$ cat src/mst_pkg.sv
`timescale 1ns / 1ps
package mst_pkg;
   localparam int MAX_EDGES    = 64;
   localparam int MAX_VERTICES = 32;
   localparam int EIDX_W       = $clog2(MAX_EDGES);
   localparam int ECNT_W       = $clog2(MAX_EDGES + 1);
   localparam int VMAP_SIZE    = 64;
   localparam int VCNT_W       = $clog2(MAX_VERTICES + 1) + 1;
   localparam int EDGE_W       = 28;

   localparam logic [1:0] ST_TREE         = 2'd0;
   localparam logic [1:0] ST_DISCONNECTED = 2'd1;
   localparam logic [1:0] ST_OVERFLOW     = 2'd2;

   typedef struct packed {
      logic [5:0]         endpoint_a;
      logic [5:0]         endpoint_b;
      logic signed [15:0] edge_weight;
      logic               last_edge;
   } req_type;

   typedef struct packed {
      logic [5:0]         tree_a;
      logic [5:0]         tree_b;
      logic signed [15:0] tree_weight;
      logic [1:0]         status;
      logic               last_result;
   } rsp_type;

   typedef struct packed {
      logic [5:0]         a;
      logic [5:0]         b;
      logic signed [15:0] w;
   } edge_type;
endpackage

$ cat src/min_spanning_tree_sorted_edges_unit.sv
`timescale 1ns / 1ps
// Minimum spanning tree unit. Edges load one beat per cycle while busy is low;
// the beat with last_edge set starts the compute and busy stays high until the
// final result. Sort is an exchange sort on an edge memory with one read and
// one write port: each (i,j) pair is read in S_RDI and S_RDJ and compared in
// S_CMP, a swap adds S_SWP, and each row ends back in S_RDI. Seeding in S_SEED
// reads entry 0 and marks it chosen. The tree pass rescans the sorted memory
// from the start for every chosen edge, plus a final scan, then an emit scan
// and a pass through S_DONE back to load. The chosen mark of each edge is kept
// in the edge memory next to the edge. A graph that overflowed reports its
// status the cycle after its last beat and busy stays low. Results appear on
// rsp_* for exactly one cycle with rsp_valid; the receiver cannot stall.
module min_spanning_tree_sorted_edges_unit
   import mst_pkg::*;
(
   input  logic    clock,
   input  logic    reset,
   input  logic    start,
   output logic    busy,
   input  req_type req_data,
   input  logic    csr_we,
   input  logic [5:0] csr_wdata,
   output logic    rsp_valid,
   output rsp_type rsp_data
);
   typedef enum logic [8:0] {
      S_LOAD  = 9'b000000001,
      S_RDI   = 9'b000000010,
      S_RDJ   = 9'b000000100,
      S_CMP   = 9'b000001000,
      S_SWP   = 9'b000010000,
      S_SEED  = 9'b000100000,
      S_SCAN  = 9'b001000000,
      S_EMIT  = 9'b010000000,
      S_DONE  = 9'b100000000
   } state_type;

   state_type state_ff, state_in;
   logic [5:0] vcount_ff;
   logic [ECNT_W-1:0] total_ff, total_in;
   logic ovf_ff, ovf_in;
   logic [ECNT_W-1:0] i_ff, i_in, j_ff, j_in;
   edge_type ei_ff, ei_in;
   logic [VMAP_SIZE-1:0] map_ff, map_in;
   logic [VCNT_W-1:0] count_ff, count_in;
   logic pend_ff, pend_in;
   logic rv_ff, rv_in;
   rsp_type rd_ff, rd_in;

   logic we, wm;
   logic [EIDX_W-1:0] wa, ra;
   edge_type wd, rdat;
   logic rmark;
   logic [EDGE_W:0] rraw;

   // memory word: chosen mark on top of the edge
   mst_ram #(.WIDTH(EDGE_W + 1), .DEPTH(MAX_EDGES)) u_store (
      .clock(clock), .wr_en(we), .wr_addr(wa), .wr_data({wm, wd}),
      .rd_addr(ra), .rd_data(rraw));
   assign rdat = edge_type'(rraw[EDGE_W-1:0]);
   assign rmark = rraw[EDGE_W];

   logic [VCNT_W-1:0] n_eff;
   assign n_eff = (vcount_ff > 6'(MAX_VERTICES)) ? VCNT_W'(MAX_VERTICES)
                                                : VCNT_W'(vcount_ff);

   assign busy = (state_ff != S_LOAD);
   assign rsp_valid = rv_ff;
   assign rsp_data = rd_ff;

   always_comb begin
      state_in = state_ff; total_in = total_ff; ovf_in = ovf_ff;
      i_in = i_ff; j_in = j_ff; ei_in = ei_ff; map_in = map_ff;
      count_in = count_ff;
      pend_in = 1'b0; rv_in = 1'b0; rd_in = rd_ff;
      we = 1'b0; wm = 1'b0; wa = i_ff[EIDX_W-1:0]; wd = ei_ff; ra = i_ff[EIDX_W-1:0];
      case (state_ff)
         S_LOAD: begin
            if (start) begin
               // loaded edges start with a clear chosen mark
               wa = total_ff[EIDX_W-1:0];
               wd = '{req_data.endpoint_a, req_data.endpoint_b, req_data.edge_weight};
               if (total_ff < ECNT_W'(MAX_EDGES)) begin
                  we = 1'b1;
                  total_in = total_ff + 1'b1;
               end else ovf_in = 1'b1;
               if (req_data.last_edge) begin
                  if (ovf_in) begin
                     rv_in = 1'b1;
                     rd_in = '{6'd0, 6'd0, 16'sd0, ST_OVERFLOW, 1'b1};
                     total_in = '0; ovf_in = 1'b0;
                  end else begin
                     i_in = '0; j_in = ECNT_W'(1);
                     state_in = S_RDI;
                  end
               end
            end
         end
         S_RDI: begin
            // read entry i (data valid next cycle)
            if (j_ff >= total_ff) begin
               i_in = i_ff + 1'b1; j_in = i_ff + 2'd2;
               if (i_ff + 2'd2 >= total_ff) begin
                  i_in = '0; state_in = S_SEED;
               end
            end else begin
               ra = i_ff[EIDX_W-1:0];
               state_in = S_RDJ;
            end
         end
         S_RDJ: begin
            ei_in = rdat;
            ra = j_ff[EIDX_W-1:0];
            state_in = S_CMP;
         end
         S_CMP: begin
            if (ei_ff.w > rdat.w) begin
               we = 1'b1; wa = i_ff[EIDX_W-1:0]; wd = rdat;
               state_in = S_SWP;
            end else begin
               j_in = j_ff + 1'b1; state_in = S_RDI;
            end
         end
         S_SWP: begin
            we = 1'b1; wa = j_ff[EIDX_W-1:0]; wd = ei_ff;
            j_in = j_ff + 1'b1; state_in = S_RDI;
         end
         S_SEED: begin
            // entry 0 is the read address; pend marks valid read data
            pend_in = 1'b1; ra = '0;
            if (pend_ff) begin
               map_in = '0;
               map_in[rdat.a] = 1'b1; map_in[rdat.b] = 1'b1;
               // seed edge is chosen
               we = 1'b1; wm = 1'b1; wa = '0; wd = rdat;
               count_in = VCNT_W'(1);
               i_in = '0; pend_in = 1'b0; state_in = S_SCAN;
            end
         end
         S_SCAN: begin
            ra = i_ff[EIDX_W-1:0];
            pend_in = 1'b1; i_in = i_ff + 1'b1;
            if (pend_ff) begin
               // data is for entry i_ff-1
               if (map_ff[rdat.a] != map_ff[rdat.b]) begin
                  map_in[rdat.a] = 1'b1; map_in[rdat.b] = 1'b1;
                  we = 1'b1; wm = 1'b1; wa = EIDX_W'(i_ff - 1'b1); wd = rdat;
                  count_in = count_ff + 1'b1;
                  i_in = '0; pend_in = 1'b0;
               end else if (i_ff >= total_ff) begin
                  pend_in = 1'b0; i_in = '0;
                  if (count_ff != n_eff - 1'b1) begin
                     rv_in = 1'b1;
                     rd_in = '{6'd0, 6'd0, 16'sd0, ST_DISCONNECTED, 1'b1};
                     state_in = S_DONE;
                  end else begin
                     count_in = '0; state_in = S_EMIT;
                  end
               end
            end else if (i_ff >= total_ff) begin
               pend_in = 1'b0;
            end
         end
         S_EMIT: begin
            ra = i_ff[EIDX_W-1:0];
            pend_in = (i_ff < total_ff);
            i_in = i_ff + 1'b1;
            if (pend_ff && rmark) begin
               count_in = count_ff + 1'b1;
               rv_in = 1'b1;
               rd_in = '{rdat.a, rdat.b, rdat.w, ST_TREE,
                         (count_ff + 1'b1 == n_eff - 1'b1)};
            end
            if (!pend_ff && i_ff > total_ff) state_in = S_DONE;
         end
         S_DONE: begin
            total_in = '0; ovf_in = 1'b0; state_in = S_LOAD;
         end
         default: state_in = S_LOAD;
      endcase
   end

   always_ff @(posedge clock) begin
      if (reset) begin
         state_ff <= S_LOAD; vcount_ff <= 6'd32; total_ff <= '0;
         ovf_ff <= 1'b0; rv_ff <= 1'b0; pend_ff <= 1'b0;
      end else begin
         state_ff <= state_in; total_ff <= total_in; ovf_ff <= ovf_in;
         rv_ff <= rv_in; pend_ff <= pend_in;
         if (csr_we) vcount_ff <= csr_wdata;
      end
      i_ff <= i_in; j_ff <= j_in; ei_ff <= ei_in; map_ff <= map_in;
      count_ff <= count_in;
      rd_ff <= rd_in;
   end

   // status results always close the graph
   a_rsp_status: assert property (@(posedge clock) disable iff (reset)
      rsp_valid && rsp_data.status != ST_TREE |-> rsp_data.last_result)
      else $error("status result not marked last");
   a_no_overflow_total: assert property (@(posedge clock) disable iff (reset)
      total_ff <= ECNT_W'(MAX_EDGES))
      else $error("edge count beyond store");
   a_idle_clean: assert property (@(posedge clock) disable iff (reset)
      $rose(state_ff == S_LOAD) |-> total_ff == '0 && !ovf_ff)
      else $error("graph state not cleared");
endmodule

$ cat src/mst_ram.sv
`timescale 1ns / 1ps
module mst_ram #(
   parameter int WIDTH = 8,
   parameter int DEPTH = 16
) (
   input  logic                     clock,
   input  logic                     wr_en,
   input  logic [$clog2(DEPTH)-1:0] wr_addr,
   input  logic [WIDTH-1:0]         wr_data,
   input  logic [$clog2(DEPTH)-1:0] rd_addr,
   output logic [WIDTH-1:0]         rd_data
);
   logic [WIDTH-1:0] mem_ff [DEPTH];
   always_ff @(posedge clock) begin
      if (wr_en) mem_ff[wr_addr] <= wr_data;
      rd_data <= mem_ff[rd_addr];
   end
endmodule

$ cat config.mk
export PLATFORM = sky130hd
export DESIGN_NAME = min_spanning_tree_sorted_edges_unit
export DESIGN_NICKNAME = d
export VERILOG_FILES = /design/src/mst_pkg.sv /design/src/min_spanning_tree_sorted_edges_unit.sv /design/src/mst_ram.sv
export SDC_FILE = /design/constraint.sdc
export NUM_CORES = 2
export LEC_CHECK = 0
export BUFFER_PORTS_ARGS = -buffer_cell sky130_fd_sc_hd__clkbuf_2
export CAP_MARGIN = 20
export CORE_MARGIN = 5
export CORE_UTILIZATION = 30
export DETAILED_ROUTE_END_ITERATION = 6
export HOLD_SLACK_MARGIN = 0.12
export SYNTH_ARGS = -nofsm -noshare
export SYNTH_HDL_FRONTEND = slang
export SYNTH_HIERARCHICAL = 1
export SYNTH_SLANG_ARGS = --single-unit
$ cat constraint.sdc
create_clock -name clock -period 8.55 [get_ports clock]
set_clock_uncertainty 0.15 [all_clocks]
set_input_delay 0.855 -clock clock [delete_from_list [all_inputs] [get_ports clock]]
set_output_delay 0.855 -clock clock [all_outputs]
set_load 0.005 [all_outputs]
==> impl_metrics.csv <==
group,metric,value,unit
run_status,run_status,"finished clean",
layout,area.sequential,0.06114,sq mm
layout,num-nets-final,4464,
die,initial_core_util,30.11,%
drt,wire_per_inst,26.51,um
die,die_area,0.2849,sq mm
setup_path,worst_path_max_delay_cell,"sky130_fd_sc_hd__dfxtp_1",
layout,post_route_cells_drive_above_1_share,21.49,%
power,p_int,22.16,mW
setup_path,critical_path.most_common_cell,"sky130_fd_sc_hd__nand2_1",
power,share_comb_of_total_power,35.1,%
place,dp_hpwl,127500,um
sta,setup-tns-final,0,ps
drt,detail_route.vias_per_cell,5.257,
synth,synth_top_flop_cell,"sky130_fd_sc_hd__edfxtp_1",
job,max_capacitance_violation_count,0,
synth,synth_seq_cells,2054,
clocking,cts_made_buffers,208,
clocking,clk_path_buf_depth,3,
global_routing,grt_antenna_before_repair,19,
power,power.switching_fraction,36.56,%
drt,firstDrtPassIters,5,
sta,finalSetupViolCount,0,
hold_path,worstHoldPathType,"in -> reg",
power,clock_power_share,25.4,%
synth,synthesis.nets,4337,
global_routing,grt-ovfl-total,0,
layout,multiInputGateArea,0.02030,sq mm
synth,synthesis.area,0.08230,sq mm
setup_path,worst_ep_required_time,8860,ps
clocking,cts_root_buf,"sky130_fd_sc_hd__clkbuf_16",
clocking,post-cts-setup-buffers,0,
global_routing,grt_pass1_vias,42050,
die,core-area,0.2734,sq mm
synth,synth-async-reset-ratio,0,%
synth,yosys.area.top_type_share,72.97,%
setup_path,critical_path_peak_fanout,30,
clocking,cts.repair.resized,0,
sta,report.final.hold_viol_count,0,
global_routing,grt_pass1_wl,308800,um
die,top_level_ports,72,
clocking,cts_sinks,2054,
sta,setup_ws,820.6,ps
clocking,htree_levels,4,
power,power_density,370.5,mW/mm^2
sta,max_slew_margin,14.41,%
synth,ys.warnings.count,6,
sta,final_max_slew_viol_count,0,
layout,area.growth.synth_to_final,14.51,%
drt,ant_nets,0,
drt,postRouteWirelength,216300,um
setup_path,cp_cell_sequence,"nor2b_1 > a22oi_1 > a21oi_1 > or4_4 > nor4_4 > xor2_2 > and2_1 > nand3_1 > o211ai_1 > nand2_1 > nor2_1 > nand2_1 > nor2_4",
synth,synth_enable_flop_cells,2000,
clocking,clkTransAtPathRegs,60,ps
synth,synth.yosys.seq_area_share,74.28,%
drt,detailroute.via_count,42890,
power,power.sequential.fraction,39.5,%
setup_path,cp.arrival,8040,ps
place,placement.io_buffers,71,
power,vdd_ir_drop_max,283.6,uV
clocking,ctsHoldBuffers,7,
setup_path,worstSetupStartpointType,"register",
power,switching_power,12.77,mW
die,row_count,192,
synth,netlist_top_cells_area,"sky130_fd_sc_hd__edfxtp_1 (73%), sky130_fd_sc_hd__mux4_2 (11%), sky130_fd_sc_hd__mux2i_1 (3.7%)",
synth,synth_cells,4253,
global_routing,grt_start_max_net_pins,120,
place,gpl.final_weighted_congestion,0.8478,
sta,worstMarginPinSlew,1275,ps
die,die_h,533.8,um
clocking,insertion_delay,850,ps
drt,post-route-drc-count,0,
sta,grt_setup_unrepaired,"false",
sta,share_of_the_clock_period_used_by_the_worst_path_after_layout,90.40,%
layout,fillers,25400,
power,power.leakage,29.62,nW
setup_path,cpLargestDelayFamily,"simple AND/OR/NAND/NOR gates",
setup_path,cp.buffers_inverters,0,
setup_path,worstSetupPathType,"reg -> reg",
place,placement.setup.worst_slack,1014,ps
synth,synthesized_area_divided_by_synthesized_cell_count,19.35,sq um
synth,yosysTopAreaCell,"sky130_fd_sc_hd__edfxtp_1",
sta,max_freq,129.4,MHz
sta,period_minus_slack,7729,ps
die,die_width,533.8,um
setup_path,crit_path_end_kind,"register",
drt,first_iter_violations,5427,
synth,synthDistinctLibCells,76,
clocking,tritoncts,"built",
setup_path,slowest_delay,1030,ps
global_routing,grt_usage,14.73,%
-- flip-flops by register name, summed over array words and instances, names as in the netlist --
register         count
count_ff             7
ei_ff               28
i_ff                 7
j_ff                 7
map_ff              64
ovf_ff               1
pend_ff              1
rsp_data            31
rsp_valid            1
state_ff             9
total_ff             7
u_store/mem_ff    1856
u_store/rd_data     29
vcount_ff            6
-- power by group through the flow --
stage	clock network, mW	logic, mW	registers, mW
2_1_floorplan	0	7.13	13.8
3_3_place_gp	0	11.9	14.0
3_5_place_dp	0	12.1	14.0
4_1_cts	9.02	12.1	13.8
5_1_grt	9.46	12.8	13.8
6_report	8.86	12.3	13.8
-- worst paths after layout --
path              slack [ps]  cells past startpoint                start                endpoint
hold reg to reg          340                      0   u_store/rd_data[5]                ei_ff[5]
setup reg to reg         820                     13  u_store/rd_data[22]  u_store/mem_ff[46][22]
hold / removal           230                      2               csr_we            vcount_ff[5]
setup / recovery         820                     13  u_store/rd_data[22]  u_store/mem_ff[46][22]
-- cell families after synthesis --
family | after synthesis | synth area share, %
XOR/XNOR | 41 | 0.4454
AO/OA/AOI/OAI | 592 | 5.164
flip-flops | 2054 | 74.28
buffers and inverters | 303 | 1.801
adder cells (fa/ha/maj) | 45 | 0.6841
multiplexers | 700 | 14.43
AND/OR/NAND/NOR | 518 | 3.196
-- layout make-up --
class | count | share of cell area (%)
diodes | 8 | 0.02124
clock inverters | 126 | 1.288
inverters | 43 | 0.1713
repair buffers | 177 | 1.551
flip-flops and latches | 2054 | 64.87
multi-input cells | 1896 | 21.54
clock buffers | 265 | 5.792
well taps | 3589 | 4.765
-- stage by stage --
step                      cell area, sq um  hold slack [ps]  utilization, %  power, mW  std cells
final                                94250            230.3           34.47      34.92       8158
after global routing                 94230            186.5           34.47      36.11       8151
after CTS                            93930            153.9           34.36      34.96       8136
after detailed placement             87190            322.4           31.89      26.13       7738
after global placement               87190            311.4           31.89      25.90       7738
after floorplan                      82300            252.9               -      20.91       4253
-- per-layer routing --
metal  vias to the layer above  part of all wire, %  track usage (%)
met3                       296                  9.3            3.239
met2                      2088                   45            22.32
met4                         2                  3.3            4.926
li1                      17950                    -                -
met5                         -               0.0060                0
met1                     22550                   42            21.04
-- cell usage after synthesis, types with 40 or more instances --
library cell                  n
sky130_fd_sc_hd__edfxtp_1  2000
sky130_fd_sc_hd__a31oi_1     58
sky130_fd_sc_hd__buf_2       83
sky130_fd_sc_hd__and2_1      48
sky130_fd_sc_hd__a22oi_1    118
sky130_fd_sc_hd__buf_4       40
sky130_fd_sc_hd__nand2_1    129
sky130_fd_sc_hd__o21ai_0     74
sky130_fd_sc_hd__nor2_1     141
sky130_fd_sc_hd__o22ai_1     87
sky130_fd_sc_hd__o221ai_1    64
sky130_fd_sc_hd__clkbuf_1   112
sky130_fd_sc_hd__inv_1       41
sky130_fd_sc_hd__ha_1        45
sky130_fd_sc_hd__dfxtp_1     54
sky130_fd_sc_hd__mux2i_1    303
sky130_fd_sc_hd__mux4_2     388
-- cell usage in the layout (no fill, tap or decap), types with 29 or more instances in the layout --
| master | synthesis | routed |
|---|---|---|
| sky130_fd_sc_hd__a21o_1 | 34 | 34 |
| sky130_fd_sc_hd__a21oi_1 | 30 | 30 |
| sky130_fd_sc_hd__a22oi_1 | 118 | 118 |
| sky130_fd_sc_hd__a31oi_1 | 58 | 58 |
| sky130_fd_sc_hd__and2_1 | 48 | 47 |
| sky130_fd_sc_hd__and3_1 | 29 | 29 |
| sky130_fd_sc_hd__buf_4 | 40 | 77 |
| sky130_fd_sc_hd__clkbuf_1 | 112 | 53 |
| sky130_fd_sc_hd__clkbuf_16 | 0 | 208 |
| sky130_fd_sc_hd__clkbuf_2 | 1 | 71 |
| sky130_fd_sc_hd__clkinv_1 | 0 | 55 |
| sky130_fd_sc_hd__clkinv_2 | 0 | 30 |
| sky130_fd_sc_hd__dfxtp_1 | 54 | 53 |
| sky130_fd_sc_hd__edfxtp_1 | 2000 | 2000 |
| sky130_fd_sc_hd__ha_1 | 45 | 45 |
| sky130_fd_sc_hd__inv_1 | 41 | 38 |
| sky130_fd_sc_hd__mux2i_1 | 303 | 303 |
| sky130_fd_sc_hd__mux4_2 | 388 | 388 |
| sky130_fd_sc_hd__nand2_1 | 129 | 129 |
| sky130_fd_sc_hd__nor2_1 | 141 | 76 |
| sky130_fd_sc_hd__nor2_4 | 0 | 63 |
| sky130_fd_sc_hd__o21ai_0 | 74 | 71 |
| sky130_fd_sc_hd__o221ai_1 | 64 | 64 |
| sky130_fd_sc_hd__o22ai_1 | 87 | 87 |
Note: power is estimated with default switching activity, not from simulation.
